[src/hw/rtl/soc_pkg.sv]
`timescale 1ns / 1ps

package soc_pkg;

  localparam int PATTERN_MAX_DEF = 8;
  localparam int CHAR_BITS_DEF   = 16;

  localparam int COUNT_W  = 16;
  localparam int CFG_W    = 64;
  localparam int LEN_W    = 4;
  localparam int PCHAR_W  = 16;
  localparam int PCHAR_PER_WORD = CFG_W / PCHAR_W;

  localparam logic [COUNT_W-1:0] COUNT_MAX = {COUNT_W{1'b1}};

  // ascii lower-case range and the distance to upper case
  localparam int ASCII_LOWER_A = 'h61;
  localparam int ASCII_LOWER_Z = 'h7A;
  localparam int ASCII_CASE_OFS = 'h20;

  typedef enum logic [1:0] {
    CFG_PATTERN_LEN        = 2'd0,
    CFG_PATTERN_CHARS_LOW  = 2'd1,
    CFG_PATTERN_CHARS_HIGH = 2'd2,
    CFG_CASE_SENSITIVE     = 2'd3
  } cfg_index_t;

  typedef struct packed {
    logic [LEN_W-1:0] pattern_len;
    logic             case_sensitive;
  } cfg_ctrl_t;

  typedef struct packed {
    logic [COUNT_W-1:0] count;
    logic               matched_here;
    logic               string_done;
  } result_t;

endpackage

[src/hw/rtl/soc_cfg_regs.sv]
`timescale 1ns / 1ps

module soc_cfg_regs #(
  parameter int PATTERN_MAX = soc_pkg::PATTERN_MAX_DEF,
  parameter int CHAR_BITS   = soc_pkg::CHAR_BITS_DEF
) (
  input  logic                     clk,
  input  logic                     rst_n,
  input  logic                     cfg_we,
  input  soc_pkg::cfg_index_t      cfg_index,
  input  logic [soc_pkg::CFG_W-1:0] cfg_data,
  output soc_pkg::cfg_ctrl_t       ctrl,
  output logic [CHAR_BITS-1:0]     pat [PATTERN_MAX]
);

  logic [soc_pkg::LEN_W-1:0] len_r;
  logic [soc_pkg::CFG_W-1:0] chars_low_r;
  logic [soc_pkg::CFG_W-1:0] chars_high_r;
  logic                      case_sens_r;

  always_ff @(posedge clk) begin
    if (!rst_n) begin
      len_r        <= '0;
      chars_low_r  <= '0;
      chars_high_r <= '0;
      case_sens_r  <= 1'b1;
    end else if (cfg_we) begin
      case (cfg_index)
        soc_pkg::CFG_PATTERN_LEN:        len_r        <= cfg_data[soc_pkg::LEN_W-1:0];
        soc_pkg::CFG_PATTERN_CHARS_LOW:  chars_low_r  <= cfg_data;
        soc_pkg::CFG_PATTERN_CHARS_HIGH: chars_high_r <= cfg_data;
        soc_pkg::CFG_CASE_SENSITIVE:     case_sens_r  <= cfg_data[0];
        default: ;
      endcase
    end
  end

  assign ctrl.pattern_len    = len_r;
  assign ctrl.case_sensitive = case_sens_r;

  // only eight characters are stored, the rest read as zero
  for (genvar k = 0; k < PATTERN_MAX; k++) begin : g_pat
    logic [soc_pkg::PCHAR_W-1:0] raw;
    if (k < soc_pkg::PCHAR_PER_WORD) begin : g_low
      assign raw = chars_low_r[soc_pkg::PCHAR_W*k +: soc_pkg::PCHAR_W];
    end else if (k < 2*soc_pkg::PCHAR_PER_WORD) begin : g_high
      assign raw = chars_high_r[soc_pkg::PCHAR_W*(k-soc_pkg::PCHAR_PER_WORD) +:
                                soc_pkg::PCHAR_W];
    end else begin : g_zero
      assign raw = '0;
    end
    assign pat[k] = CHAR_BITS'(raw);
  end

endmodule

[src/hw/rtl/soc_matcher.sv]
`timescale 1ns / 1ps

module soc_matcher #(
  parameter int PATTERN_MAX = soc_pkg::PATTERN_MAX_DEF,
  parameter int CHAR_BITS   = soc_pkg::CHAR_BITS_DEF
) (
  input  logic                 clk,
  input  logic                 rst_n,
  input  logic                 in_fire,
  input  logic [CHAR_BITS-1:0] in_ch,
  input  logic                 in_last,
  input  soc_pkg::cfg_ctrl_t   ctrl,
  input  logic [CHAR_BITS-1:0] pat [PATTERN_MAX],
  output soc_pkg::result_t     res
);

  localparam int LW = $clog2(PATTERN_MAX + 1);
  localparam int BW = (PATTERN_MAX > 1) ? $clog2(PATTERN_MAX) : 1;
  localparam int CMPW = (LW > soc_pkg::LEN_W) ? LW : soc_pkg::LEN_W;
  localparam logic [LW-1:0] FILL_MAX = LW'(PATTERN_MAX);

  logic [CHAR_BITS-1:0]        win_r [PATTERN_MAX];
  logic [CHAR_BITS-1:0]        win_nxt [PATTERN_MAX];
  logic [LW-1:0]               fill_r, fill_nxt, fill_adv;
  logic [BW-1:0]               blocked_r, blocked_nxt, blocked_adv;
  logic [soc_pkg::COUNT_W-1:0] count_r, count_nxt, count_adv;
  logic [LW-1:0]               len;
  logic                        match_len [PATTERN_MAX+1];
  logic                        hit;

  function automatic logic [CHAR_BITS-1:0] fold(input logic [CHAR_BITS-1:0] c,
                                                 input logic exact);
    logic [CHAR_BITS-1:0] r;
    r = c;
    if (!exact && c >= CHAR_BITS'(soc_pkg::ASCII_LOWER_A) &&
        c <= CHAR_BITS'(soc_pkg::ASCII_LOWER_Z))
      r = c - CHAR_BITS'(soc_pkg::ASCII_CASE_OFS);
    return r;
  endfunction

  // clamp an oversized length
  always_comb begin
    if (CMPW'(ctrl.pattern_len) > CMPW'(PATTERN_MAX))
      len = FILL_MAX;
    else
      len = LW'(ctrl.pattern_len);
  end

  // shifted window including the arriving character
  always_comb begin
    win_nxt[0] = in_ch;
    for (int i = 1; i < PATTERN_MAX; i++)
      win_nxt[i] = win_r[i-1];
  end

  // one compare row for every possible pattern length, then pick by len
  always_comb begin
    match_len[0] = 1'b0;
    for (int l = 1; l <= PATTERN_MAX; l++) begin
      match_len[l] = 1'b1;
      for (int k = 0; k < PATTERN_MAX; k++) begin
        if (k < l) begin
          if (fold(win_nxt[l-1-k], ctrl.case_sensitive) !=
              fold(pat[k], ctrl.case_sensitive))
            match_len[l] = 1'b0;
        end
      end
    end
  end

  assign fill_adv = (fill_r < FILL_MAX) ? fill_r + 1'b1 : fill_r;
  assign hit = (blocked_r == '0) && (len != '0) && (fill_adv >= len) && match_len[len];

  always_comb begin
    if (hit)
      blocked_adv = BW'(len - 1'b1);
    else if (blocked_r != '0)
      blocked_adv = blocked_r - 1'b1;
    else
      blocked_adv = blocked_r;
  end

  assign count_adv = (hit && count_r != soc_pkg::COUNT_MAX) ? count_r + 1'b1 : count_r;

  // end of string clears everything for the next one
  always_comb begin
    fill_nxt    = in_last ? '0 : fill_adv;
    blocked_nxt = in_last ? '0 : blocked_adv;
    count_nxt   = in_last ? '0 : count_adv;
  end

  always_ff @(posedge clk) begin
    if (!rst_n) begin
      fill_r    <= '0;
      blocked_r <= '0;
      count_r   <= '0;
      for (int i = 0; i < PATTERN_MAX; i++)
        win_r[i] <= '0;
    end else if (in_fire) begin
      fill_r    <= fill_nxt;
      blocked_r <= blocked_nxt;
      count_r   <= count_nxt;
      for (int i = 0; i < PATTERN_MAX; i++)
        win_r[i] <= in_last ? '0 : win_nxt[i];
    end
  end

  assign res.count        = count_adv;
  assign res.matched_here = hit;
  assign res.string_done  = in_last;

  a_clear_after_last: assert property (@(posedge clk) disable iff (!rst_n)
    in_fire && in_last |=> fill_r == '0 && blocked_r == '0 && count_r == '0)
    else $error("string state not cleared after last character");

  a_blocked_bound: assert property (@(posedge clk) disable iff (!rst_n)
    BW'(blocked_r) < BW'(PATTERN_MAX) || PATTERN_MAX == (1 << BW))
    else $error("blocked count beyond pattern span");

  a_count_step: assert property (@(posedge clk) disable iff (!rst_n)
    in_fire && !in_last && hit && count_r != soc_pkg::COUNT_MAX
    |=> count_r == $past(count_r) + 1'b1)
    else $error("counted match did not advance the count");

  a_no_hit_while_blocked: assert property (@(posedge clk) disable iff (!rst_n)
    in_fire && !in_last && hit && len > 1 |=> blocked_r != '0)
    else $error("match did not block the overlapped characters");

endmodule

[src/hw/rtl/soc_out_buf.sv]
`timescale 1ns / 1ps

module soc_out_buf (
  input  logic             clk,
  input  logic             rst_n,
  input  logic             push,
  input  soc_pkg::result_t push_data,
  output logic             full,
  output logic             out_valid,
  input  logic             out_stall,
  output soc_pkg::result_t out_data
);

  soc_pkg::result_t mem [2];
  logic             wr_ptr_r, rd_ptr_r;
  logic [1:0]       cnt_r, cnt_nxt;
  logic             pop;

  assign pop       = out_valid && !out_stall;
  assign out_valid = cnt_r != 2'd0;
  assign full      = cnt_r == 2'd2;
  assign out_data  = mem[rd_ptr_r];

  always_comb begin
    cnt_nxt = cnt_r;
    if (push && !pop)
      cnt_nxt = cnt_r + 2'd1;
    else if (pop && !push)
      cnt_nxt = cnt_r - 2'd1;
  end

  always_ff @(posedge clk) begin
    if (push)
      mem[wr_ptr_r] <= push_data;
  end

  always_ff @(posedge clk) begin
    if (!rst_n) begin
      wr_ptr_r <= 1'b0;
      rd_ptr_r <= 1'b0;
      cnt_r    <= 2'd0;
    end else begin
      if (push)
        wr_ptr_r <= ~wr_ptr_r;
      if (pop)
        rd_ptr_r <= ~rd_ptr_r;
      cnt_r <= cnt_nxt;
    end
  end

  a_no_overflow: assert property (@(posedge clk) disable iff (!rst_n)
    cnt_r != 2'd3)
    else $error("output buffer overflow");

  a_ptr_track: assert property (@(posedge clk) disable iff (!rst_n)
    (cnt_r == 2'd1) |-> (wr_ptr_r != rd_ptr_r))
    else $error("output buffer pointers out of step");

  a_push_when_full: assert property (@(posedge clk) disable iff (!rst_n)
    full |-> !push)
    else $error("transfer into a full output buffer");

endmodule

[src/hw/rtl/substring_occurrence_counter.sv]
`timescale 1ns / 1ps

// Counts non-overlapping, leftmost-first occurrences of a pattern of up to
// PATTERN_MAX characters in a stream of characters.
// Input channel: one character per transfer (in_ch) with in_last_char on the
// final character of each string. Result channel: one result per character,
// giving the running count, whether a counted match ends there, and whether
// the string ended (count is then final, and string state clears).
// Configuration: cfg_we with cfg_index / cfg_data, written while idle;
// new values apply to the next character.
// Each character's result is registered in a two-entry result buffer and
// offered from there. Throughput: one character per cycle while in_stall is
// low; the window compares for all pattern lengths form one parallel equality stage.
// When the receiver stalls, the buffer takes one more result and then in_stall
// rises until a result drains; nothing is dropped.
// Reset (rst_n low, synchronous): pattern length 0, pattern characters 0,
// case-sensitive compare, string state and result buffer empty.
module substring_occurrence_counter #(
  parameter int PATTERN_MAX = soc_pkg::PATTERN_MAX_DEF,
  parameter int CHAR_BITS   = soc_pkg::CHAR_BITS_DEF
) (
  input  logic                        clk,
  input  logic                        rst_n,
  input  logic                        in_valid,
  output logic                        in_stall,
  input  logic [CHAR_BITS-1:0]        in_ch,
  input  logic                        in_last_char,
  output logic                        out_valid,
  input  logic                        out_stall,
  output logic [soc_pkg::COUNT_W-1:0] out_count,
  output logic                        out_matched_here,
  output logic                        out_string_done,
  input  logic                        cfg_we,
  input  soc_pkg::cfg_index_t         cfg_index,
  input  logic [soc_pkg::CFG_W-1:0]   cfg_data
);

  soc_pkg::cfg_ctrl_t   ctrl;
  logic [CHAR_BITS-1:0] pat [PATTERN_MAX];
  soc_pkg::result_t     res, out_res;
  logic                 fire, full;

  assign in_stall = full;
  assign fire     = in_valid && !in_stall;

  soc_cfg_regs #(
    .PATTERN_MAX(PATTERN_MAX),
    .CHAR_BITS  (CHAR_BITS)
  ) u_cfg (
    .clk      (clk),
    .rst_n    (rst_n),
    .cfg_we   (cfg_we),
    .cfg_index(cfg_index),
    .cfg_data (cfg_data),
    .ctrl     (ctrl),
    .pat      (pat)
  );

  soc_matcher #(
    .PATTERN_MAX(PATTERN_MAX),
    .CHAR_BITS  (CHAR_BITS)
  ) u_match (
    .clk    (clk),
    .rst_n  (rst_n),
    .in_fire(fire),
    .in_ch  (in_ch),
    .in_last(in_last_char),
    .ctrl   (ctrl),
    .pat    (pat),
    .res    (res)
  );

  soc_out_buf u_obuf (
    .clk      (clk),
    .rst_n    (rst_n),
    .push     (fire),
    .push_data(res),
    .full     (full),
    .out_valid(out_valid),
    .out_stall(out_stall),
    .out_data (out_res)
  );

  assign out_count        = out_res.count;
  assign out_matched_here = out_res.matched_here;
  assign out_string_done  = out_res.string_done;

endmodule
[config.mk]
export PLATFORM = sky130hd
export DESIGN_NAME = substring_occurrence_counter
export DESIGN_NICKNAME = d
export VERILOG_FILES = /design/src/hw/rtl/soc_pkg.sv /design/src/hw/rtl/soc_cfg_regs.sv /design/src/hw/rtl/soc_matcher.sv /design/src/hw/rtl/soc_out_buf.sv /design/src/hw/rtl/substring_occurrence_counter.sv
export SDC_FILE = /design/constraint.sdc
export NUM_CORES = 1
export LEC_CHECK = 0
export BUFFER_PORTS_ARGS = -buffer_cell sky130_fd_sc_hd__buf_4
export CAP_MARGIN = 20
export CORE_ASPECT_RATIO = 0.9
export CORE_MARGIN = 10
export CORE_UTILIZATION = 60
export DETAILED_ROUTE_END_ITERATION = 8
export HOLD_SLACK_MARGIN = 0.08
export PLACE_DENSITY_LB_ADDON = 0.3
export SLEW_MARGIN = 20
export SYNTH_ARGS = -nofsm -noshare
export SYNTH_HDL_FRONTEND = slang
export SYNTH_HIERARCHICAL = 1
export SYNTH_SLANG_ARGS = --single-unit
[constraint.sdc]
create_clock -name clk -period 15 [get_ports clk]
set_input_delay 3 -clock clk [delete_from_list [all_inputs] [get_ports clk]]
set_output_delay 3 -clock clk [all_outputs]
set_load 0.02 [all_outputs]
# Word-level counts from Yosys, hierarchy flattened
# Memories as Yosys holds them, arrays and structs flattened. A register that Yosys moved wholly into a read port is not among the register bits.
# Cells that the tools add are included.
[op_classes]
add_sub_neg = 22
order_cmp = 36
eq_ne = 41
mux = 88
bitwise_logic = 11
reduce_logical = 57
[ops]
columns = ["op", "n"]
rows = [
  ["$ne 16x16->1", 36],
  ["$mux 16", 34],
  ["$ge 16x7->1 const B", 16],
  ["$le 16x7->1 const B", 16],
  ["$sub 16x6->16 const B", 16],
  ["$mux 1", 45],
  ["$logic_and 1x1->1", 40],
  ["$add 16x1->16 const B", 1],
  ["$ne 16x16->1 const B", 1],
  ["$mux 4", 3],
  ["$reduce_and 2->1", 5],
  ["$mux 3", 3],
  ["$or 1x1->1", 8],
  ["$eq 2x2->1 const B", 3],
  ["$reduce_bool 3->1", 2],
  ["$sub 3x1->3 const B", 2],
  ["$ge 5x5->1 const B", 1],
  ["$logic_not 1->1", 5],
  ["$not 4->5", 1],
  ["$add 4x1->4 const B", 1],
  ["$bmux 1 s4", 1],
  ["$ge 4x4->1", 1],
  ["$gt 4x4->1 const B", 1],
  ["$lt 4x4->1 const B", 1],
  ["9 further kinds", 12],
]
[totals]
regBits = 160
mem_bits_rw = 164
in_bits = 88
output_inout_bits = 20
wordCells = 267
n_memories = 2
[memory_table]
columns = ["memory", "depth", "word_bits", "read_ports", "rd_ports_with_merged_regs", "write_ports", "line_no", "text"]
rows = [
  ["u_match.win_r", 8, 16, 7, 0, 8, "soc_matcher.sv:22", "logic [CHAR_BITS-1:0] win_r [PATTERN_MAX];"],
  ["u_obuf.mem", 2, 18, 1, 1, 1, "soc_out_buf.sv:14", "soc_pkg::result_t mem [2];"],
]

# Depth between registers and ports, before layout
# Gate-level depths: netlist of the first run.
# An unclocked memory read counts as a cell.
[depth]
depth_word = 21
depth_mapped = 21
mapped_depth_nobuf = 18

# Modules after synthesis
# The synthesis of the first run kept the hierarchy.
[by_module_without_submodules]
columns = ["module", "n_inst", "cells_each", "area_each_um2", "seq_area_each_um2"]
rows = [
  ["soc_matcher", 1, 1988, 16323.2, 3823.7],
  ["soc_cfg_regs", 1, 504, 5066.1, 2662.6],
  ["soc_out_buf", 1, 78, 1521.5, 1181.1],
  ["substring_occurrence_counter", 1, 1, 13.8, 0.0],
]

# Least setup slack after synthesis of the first run
# OpenSTA, ideal clock, no wires.
[synth_path]
kind = "input port to flip-flop"
startpoint = "in in_ch[14]"
endpoint = "reg u_match.blocked_r[2]"
setup_ns = 0.117
arrival_time_ns = 6.695
required_ns = 14.883
path_slack_ns = 8.188
cell_stages = 18
path_buffers = 2
cell_sequence = "clkbuf_1 > nor4_1 > nand4_1 > o21bai_1 > o21ai_0 > a211oi_1 > o2111ai_1 > nor4_1 > a41oi_1 > a211oi_4 > nand3_1 > clkbuf_1 > inv_1 > a31oi_1 > ha_1 > nand2b_1 > mux2i_1 > a32o_1"
[synth_between]
elab_chain_cells = 12
elab_cells_between_ends = 30
classes_between = "1 x add/sub; 2 x order compare; 8 x eq/ne; 14 x mux; 5 x reduce/logical"
[synth_lines]
columns = ["item", "line_no", "text"]
rows = [
  ["start, declared", "substring_occurrence_counter.sv:26", "input logic [CHAR_BITS-1:0] in_ch,"],
  ["$ge 16x7->1", "soc_matcher.sv:35", "if (!exact && c >= CHAR_BITS'(soc_pkg::ASCII_LOWER_A) &&"],
  ["$logic_and 1x1->1 (2 in series)", "soc_matcher.sv:35", ""],
  ["$mux 16 (*)", "soc_matcher.sv:35", ""],
  ["$ne 16x16->1", "soc_matcher.sv:63", "if (fold(win_nxt[l-1-k], ctrl.case_sensitive) !="],
  ["$mux 1", "soc_matcher.sv:63", ""],
  ["$bmux 1 s4 (*)", "soc_matcher.sv:72", "assign hit = (blocked_r == '0) && (len != '0) && (fill_adv >= len) && match_len[len];"],
  ["$mux 1 (not written as such) (*) (2 in series)", "soc_matcher.sv:72", ""],
  ["$logic_and 1x1->1 (*)", "soc_matcher.sv:72", ""],
  ["net u_match.hit", "soc_matcher.sv:29", "logic hit;"],
  ["$reduce_bool 3->1 (no source line) / $mux 3 (equally long branches)", "-", ""],
  ["$reduce_and 2->1 (no source line) / $mux 3 (equally long branches)", "-", ""],
  ["end signal, assigned", "soc_matcher.sv:101", "blocked_r <= blocked_nxt;"],
  ["end, declared", "soc_matcher.sv:25", "logic [BW-1:0] blocked_r, blocked_nxt, blocked_adv;"],
]
# The timed path passes the listed nets; every way through them passes the cells marked *. The select of a mux whose other input is x is not followed.
# A chain may end at the register's enable or synchronous reset.

==> results of run 1 <==
==> cells in the final DEF (no fill, tap or decap), drive strengths merged, types with 11 or more instances in the layout <==
cell type	count
xor2	215
ha	24
nor2	112
o21bai	16
mux2i	142
and2	26
nand4	96
nor4b	12
o31ai	15
buf	171
o2bb2ai	16
nand2b	11
and3	82
nor4	98
nor2b	17
a21oi	90
inv	91
o21ai	49
dfxtp	161
xnor2	302
edfxtp	148
or3	11
nand2	299
clkbuf	51
o22ai	14
mux2	26
nor3	47
or2	11
or4	18
nand3	52
==> logic make-up (layout without fill, tap and decap cells) <==
logic type	after synthesis	in the layout
mux	168	168
flops	309	309
compound gates	328	328
fa+ha+maj	24	24
simple gates	927	927
other cells	0	2
xor+xnor	517	517
buf+inv	298	321
==> flip-flops by register name, indices dropped and copies added, names as in the netlist, named ones only <==
| signal | cells |
|---|---|
| u_cfg/len_r | 4 |
| u_match/fill_r | 4 |
| u_obuf/cnt_r | 2 |
| u_obuf/wr_ptr_r | 1 |
| u_obuf/rd_ptr_r | 1 |
| u_cfg/case_sens_r | 1 |
| u_match/win_r | 112 |
| u_obuf/mem | 36 |
| u_cfg/chars_high_r | 64 |
| u_match/count_r | 16 |
| u_cfg/chars_low_r | 64 |
| u_match/blocked_r | 3 |
==> critical path, stage by stage <==
cell       delay (ns)
buf_4            0.19
nor4_1           0.54
nand4_1          0.43
o21bai_1         0.90
xor2_1           0.14
nor4_1           0.31
nand3_1          0.13
nor4_1           0.28
o2111ai_1        0.28
a211oi_4         0.55
nand3_1          0.43
inv_1            0.24
a31oi_1          0.12
ha_1             0.32
a211oi_1         0.24
o21a_1           0.18
==> power by group through the flow <==
| stage | clock (mW) | sequential (mW) | combinational, mW |
|---|---|---|---|
| finish | 0.937 | 1.14 | 0.748 |
| global route | 0.968 | 1.14 | 0.785 |
| CTS | 0.937 | 1.13 | 0.722 |
| detailed placement | 0 | 1.14 | 0.715 |
| global placement | 0 | 1.14 | 0.700 |
| floorplan | 0 | 1.02 | 0.557 |
==> final timing paths <==
path,from,end,cells past startpoint,slack (ns)
max,in_ch[10],u_match/blocked_r[1],16,7.22
min,u_cfg/chars_low_r[7],u_cfg/chars_low_r[7],2,0.49
max reg2reg,u_match/win_r[3][0],u_match/blocked_r[1],15,8.94
min reg2reg,u_cfg/chars_low_r[7],u_cfg/chars_low_r[7],2,0.49
==> routing by layer <==
layer / track usage (%) / up-vias / wire length [um]
met1: 50.88 / 10294 / 34700
met4: 25.83 / 2 / 6999
met5: 0 / - / 12
met3: 11.49 / 417 / 13980
met2: 58.94 / 1777 / 39950
li1: - / 9101 / -
==> final cells by class <==
cell class | instances | area (sq um) | area share [%]
multi-input cells | 1964 | 13920 | 55.55
inverters | 86 | 325.3 | 1.298
diodes | 2 | 5.005 | 0.01997
repair buffers | 171 | 1287 | 5.136
flip-flops and latches | 309 | 7667 | 30.59
clock inverters | 13 | 200.2 | 0.7986
well taps | 483 | 604.3 | 2.411
clock buffers | 51 | 1054 | 4.203
==> per-stage QoR <==
step                      power, mW  worst slack, ns  hold WS, ns  std cells  util (%)
after CTS                     2.784            7.477       0.4822       3077     66.84
after global routing          2.891            7.021       0.5071       3078     66.89
after floorplan               1.582            8.188       0.4314       2571         -
final                         2.824            7.221       0.4858       3079     66.90
after detailed placement      1.857            6.985       0.4743       3013     63.49
after global placement        1.837            7.085       0.4475       3013     63.48
==> metrics.md, run 1 <==
| Metric | Value |
|---|---|
| Share of flip-flops with an asynchronous set or reset | 0% |
| Die area | 46440 sq um |
| Combinational share of power | 26.5% |
| Final min period | 7.779 ns |
| Share of cells above drive strength 1 | 12.61% |
| Wire per inst | 31.07 um |
| # DRC | 0 |
| Num rows | 67 |
| Vias in the first global route | 20516 |
| Design area | 25070 sq um |
| Clock transition at the registers of the reported paths | 0.06 ns |
| Synth warn | 6 |
| HP Class | reg -> reg |
| Final setup fails | 0 |
| Maximum capacitance violations | 0 |
| Number of setup buffers added after CTS | 0 |
| Cells after synthesis | 2571 |
| Detail Route Antenna Nets | 0 |
| CTS Buf Count | 35 |
| Syn-to-layout area delta | 9.349% |
| Routed WL | 95650 um |
| Clock root buffer | clkbuf_16 |
| Core area | 37470 sq um |
| Most frequent cell after synthesis | xnor2_1 |
| Worst Tran Pin Value | 1.243 ns |
| CTS tree | yes |
| Post-Synth XOR/XNOR Area | 19.75% |
| Critical path start-end classification | in -> reg |
| Routability Congestion | 1.078 |
| Cell Area, Synth | 22920 sq um |
| Initial detailed-routing violation count | 3671 |
| Leakage | 9.628 nW |
| Crit path launch type | input pin |
| Dominant cell type by area after synthesis | edfxtp_1 |
| Area contributors post-synth | edfxtp_1, dfxtp_1, xnor2_1, xor2_1, mux2i_1 |
| Mean Syn Cell Area | 8.917 sq um |
| Switch share | 35.51% |
| First-pass DRT Iterations | 7 |
| VDD IR max | 0.1338 mV |
| Post-synthesis compound-gate area fraction | 10.66% |
| Yosys cell types | 108 |
| Status | complete, no violations |
| Slew Limit Fails | 0 |
| Clock sink total | 309 |
| PwrDens | 112.6 nW/um^2 |
| FMAX | 128.6 MHz |
| CP Data Arrival Time | 8.29 ns |
| Global-route wire length before repair | 137500 um |
| H-tree levels | 2 |
| Nets@finish | 2679 |
| Synth cell count leaders | xnor2_1, nand2_1, xor2_1, dfxtp_1, edfxtp_1 |
| Dpl hpwl | 69770 um |
| Clock buffer depth | 3 |
| Final Cycle Share | 51.86% |
| Skew final | 0.02945 ns |
| Filler cell count in the final layout | 2897 |
| GR Overflow Total | 0 |
| I/O pin cnt | 108 |
| Post-Synth Simple-Gate Area | 21.19% |
| Clock share of power | 33.2% |
| Pin count of the biggest net entering global routing | 118 |
| Post-synth EDFFs | 148 |
| NetSw | 1.003 mW |
| IO Port Bufs | 107 |
| Hold-fix buffers at CTS | 0 |
| Via Count | 21591 |
| Antenna violations before repair | 3 |
| Worst Path Max Fanout | 11 |
| Area after DPL | 23790 sq um |
| Slew Limit Headroom | 16.24% |
| Synthesized-area fraction occupied by adder cells | 1.310% |
| Top FF cell, synth | dfxtp_1 |
| Die height | 205.4 um |
| Sequential area share after synthesis | 33.45% |
| TNS Setup | 0 ns |
| Largest family of logic cells by synthesized area | simple AND/OR/NAND/NOR gates |
| Sequential Power Share | 40.3% |
| Via/cell ratio | 7.012 |
| Top cell type's share of synthesized area | 19.39% |
| WP data required | 15.51 ns |
| Gr usage total | 40.09% |
| Die width | 226.0 um |
| Internal power | 1.821 mW |
| Post-synthesis register bit count | 309 |
| CP Capture Type | flip-flop |
| Final hold vios | 0 |
| Initial Utilization | 61.18% |
| RSZ-0062 raised after global routing | no |
| PostCTS Resize Cnt | 0 |
| Syn nets | 2683 |
| Mux contribution to synthesized area | 7.477% |
| Clock Latency Late Sink | 0.57 ns |
(Power assumes the default switching activity.)
==> run 2: changes to the inputs <==
==> constraint.sdc (replaced) <==
create_clock -name clk -period 8.1 [get_ports clk]
set_input_delay 1.62 -clock clk [delete_from_list [all_inputs] [get_ports clk]]
set_output_delay 1.62 -clock clk [all_outputs]
set_load 0.02 [all_outputs]
==> run 2 against run 1 <==
Clock skew shrank 0.019 ns. Die area did not move. Sequential share of layout area increased by 0.23 points. Core utilization decreased by 0.49 points. Count of clock-buffer cells in the layout unchanged. Routed wire length decreased by 2.5%. Largest power group unchanged.
==> metrics.md, run 2 (same netlist as run 1, synthesis figures left out) <==
| Metric | Value |
|---|---|
| Slew Limit Headroom | 13.87% (-2.4 points) |
| Worst Path Max Fanout | 11 (unchanged) |
| Bufs and invs on worst path | 2 (unchanged) |
| Die width | 226.0 um (unchanged) |
| First-pass DRT Iterations | 9 (+2) |
| Leakage | 9.543 nW (-0.88%) |
| Routability Congestion | 1.145 (+6.2%) |
| Crit path max-delay family | compound AO/OA/AOI/OAI gates |
| Crit-path max cell delay | 0.76 ns (-0.14 ns) |
| Final Cycle Share | 77.08% |
| TNS Setup | 0 ns (unchanged) |
| Top reg by flops | u_match/win_r |
| Final setup fails | 0 (unchanged) |
| Clock Latency Late Sink | 0.56 ns (about the same) |
| H-tree levels | 2 (unchanged) |
| Share of cells above drive strength 1 | 12.32% (-0.29 points) |
| Worst Tran Pin Value | 1.278 ns (+0.03553 ns) |
| Gr usage total | 39.09% (-1.0 points) |
| Finished Layout Cells | 3075 (-0.13%) |
| Slowest CP cell | o2bb2ai_1 |
| VDD IR max | 0.2103 mV (+57%) |
| Wire per inst | 30.32 um (-2.4%) |
| Initial detailed-routing violation count | 3384 (-7.8%) |
| Core area | 37470 sq um (unchanged) |
| NetSw | 1.810 mW (+80%) |
| Combinational share of power | 27.4% (+0.9 points) |
| Syn-to-layout area delta | 8.542% |
| Reg2reg end | u_match/blocked_r[2] |
| Vias in the first global route | 19959 (-2.7%) |
| WP data required | 8.54 ns (-6.97 ns) |
| FMAX | 160.2 MHz |
| Design area | 24880 sq um (-0.74%) |
| I/O pin cnt | 108 (unchanged) |
| Largest register FFs | 112 (unchanged) |
| Clock transition at the registers of the reported paths | 0.06 ns (about the same) |
| Via Count | 21300 (-1.3%) |
| Internal power | 3.239 mW (+78%) |
| Clock root buffer | clkbuf_16 |
| Critical path start-end classification | in -> reg |
| Largest registers | u_match/win_r x112, u_cfg/chars_high_r x64, u_cfg/chars_low_r x64 |
| R2R Setup Slk | 2.06 ns (-6.88 ns) |
| Crit-path cells | buf_4 -> a21oi_1 -> o2bb2ai_1 -> o21bai_1 -> nand2_1 -> nand3_1 -> or4_1 -> nor4_1 -> a41oi_1 -> a211oi_4 -> nand3_1 -> inv_1 -> a31oi_1 -> ha_1 -> nand2b_1 -> mux2i_1 -> a32o_1 |
| # DRC | 0 (unchanged) |
| Sequential Power Share | 41.6% (+1.3 points) |
| Final Util | 66.40% (-0.49 points) |
| Worst Setup EP | u_match/blocked_r[2] |
| R2r startpoint | u_cfg/chars_low_r[33] |
| Detail Route Antenna Nets | 0 (unchanged) |
| GR Overflow Total | 0 (unchanged) |
| PwrDens | 202.9 nW/um^2 (+80%) |
| Global-route wire length before repair | 134500 um (-2.1%) |
| Clock sink total | 309 (unchanged) |
| HP Class | reg -> reg |
| Die height | 205.4 um (unchanged) |
| Initial Utilization | 61.18% (unchanged) |
| Hold-fix buffers at CTS | 0 (unchanged) |
| Clock buffer depth | 3 (unchanged) |
| Number of setup buffers added after CTS | 0 (unchanged) |
| Switch share | 35.84% (+0.34 points) |
| Num rows | 67 (unchanged) |
| PostCTS Resize Cnt | 0 (unchanged) |
| Maximum capacitance violations | 0 (unchanged) |
| Placed Cells | 3011 (-0.066%) |
| Pin count of the biggest net entering global routing | 111 (-5.9%) |
| Die area | 46440 sq um (unchanged) |
| IO Port Bufs | 107 (unchanged) |
| Stages on worst setup path | 17 (+1) |
| Filler cell count in the final layout | 3037 (+4.8%) |
| Final hold vios | 0 (unchanged) |
| Crit path launch type | input pin |
| Routed WL | 93230 um (-2.5%) |
| Most common cell after layout, fill and taps aside | xnor2_1 |
| Skew final | 0.01040 ns (-0.01906 ns) |
| Clock share of power | 31.0% (-2.2 points) |
| CTS tree | yes |
| CP Capture Type | flip-flop |
| Antenna violations before repair | 3 (unchanged) |
| CTS Buf Count | 34 (-2.9%) |
| Worst Setup SP | in_ch[1] |
| Worst reg-to-reg path cell count | 16 (+1) |
| Area after DPL | 23750 sq um (-0.17%) |
| CP Data Arrival Time | 6.69 ns (-1.60 ns) |
| Dpl hpwl | 69080 um (-1.0%) |
| Nets@finish | 2676 (-0.11%) |
| Via/cell ratio | 6.927 (-1.2%) |
| Status | complete, no violations |
| RSZ-0062 raised after global routing | no |
| Worst path most repeated cell | nand3_1 |
| Final min period | 6.244 ns |
| Slew Limit Fails | 0 (unchanged) |
| Most frequent cells in the layout | xnor2_1, nand2_1, xor2_1, buf_4, dfxtp_1 |
## run 2: worst min path at each step
stage	start	to	slack, ns	cells past startpoint
2_1_floorplan	u_cfg/chars_low_r[26]	u_cfg/chars_low_r[26]	0.43	2
3_3_place_gp	u_cfg/chars_low_r[39]	u_cfg/chars_low_r[39]	0.45	2
3_5_place_dp	u_cfg/chars_low_r[39]	u_cfg/chars_low_r[39]	0.48	2
4_1_cts	u_cfg/chars_low_r[9]	u_cfg/chars_low_r[9]	0.49	2
5_1_grt	u_cfg/chars_low_r[9]	u_cfg/chars_low_r[9]	0.51	2
6_report	u_cfg/chars_high_r[55]	u_cfg/chars_high_r[55]	0.49	2
## run 2: per-stage QoR
| step | power [mW] | hold slack, ns | worst slack (ns) |
|---|---|---|---|
| final | 5.049 | 0.4903 | 1.856 |
| after global routing | 5.188 | 0.5144 | 1.605 |
| after CTS | 4.987 | 0.4894 | 2.067 |
| after detailed placement | 3.439 | 0.4751 | 1.522 |
| after global placement | 3.407 | 0.4493 | 1.703 |
| after floorplan | 2.929 | 0.4314 | 2.668 |
## run 2: power groups by stage
stage | Clock [mW] | Combinational, mW | Sequential, mW
3_5_place_dp | 0 | 1.33 | 2.11
6_report | 1.57 | 1.38 | 2.10
5_1_grt | 1.63 | 1.45 | 2.10
4_1_cts | 1.57 | 1.34 | 2.08
3_3_place_gp | 0 | 1.30 | 2.10
2_1_floorplan | 0 | 1.03 | 1.90
## run 2: area by class of cell
| type | count | area, sq um | area share, % |
|---|---|---|---|
| Multi-Input combinational cell | 1964 | 13890 | 55.84 |
| Inverter | 86 | 325.3 | 1.307 |
| Antenna cell | 2 | 5.005 | 0.02011 |
| Clock inverter | 11 | 85.08 | 0.3419 |
| Timing Repair Buffer | 169 | 1272 | 5.114 |
| Sequential cell | 309 | 7667 | 30.81 |
| Tap cell | 483 | 604.3 | 2.429 |
| Clock buffer | 51 | 1028 | 4.133 |
## run 2: tightest hold or removal path: cells and delay by family (launching register included)
family	cells	cell delay (ns)
flops	1	0.32
mux	1	0.06
simple gates	1	0.06
## run 2: routing by layer
| layer | part of all wire [%] | GRT usage [%] |
|---|---|---|
| met2 | 42 | 57.30 |
| met4 | 6.6 | 23.13 |
| met3 | 14 | 10.99 |
| met1 | 38 | 50.63 |
| met5 | 0.031 | 0 |
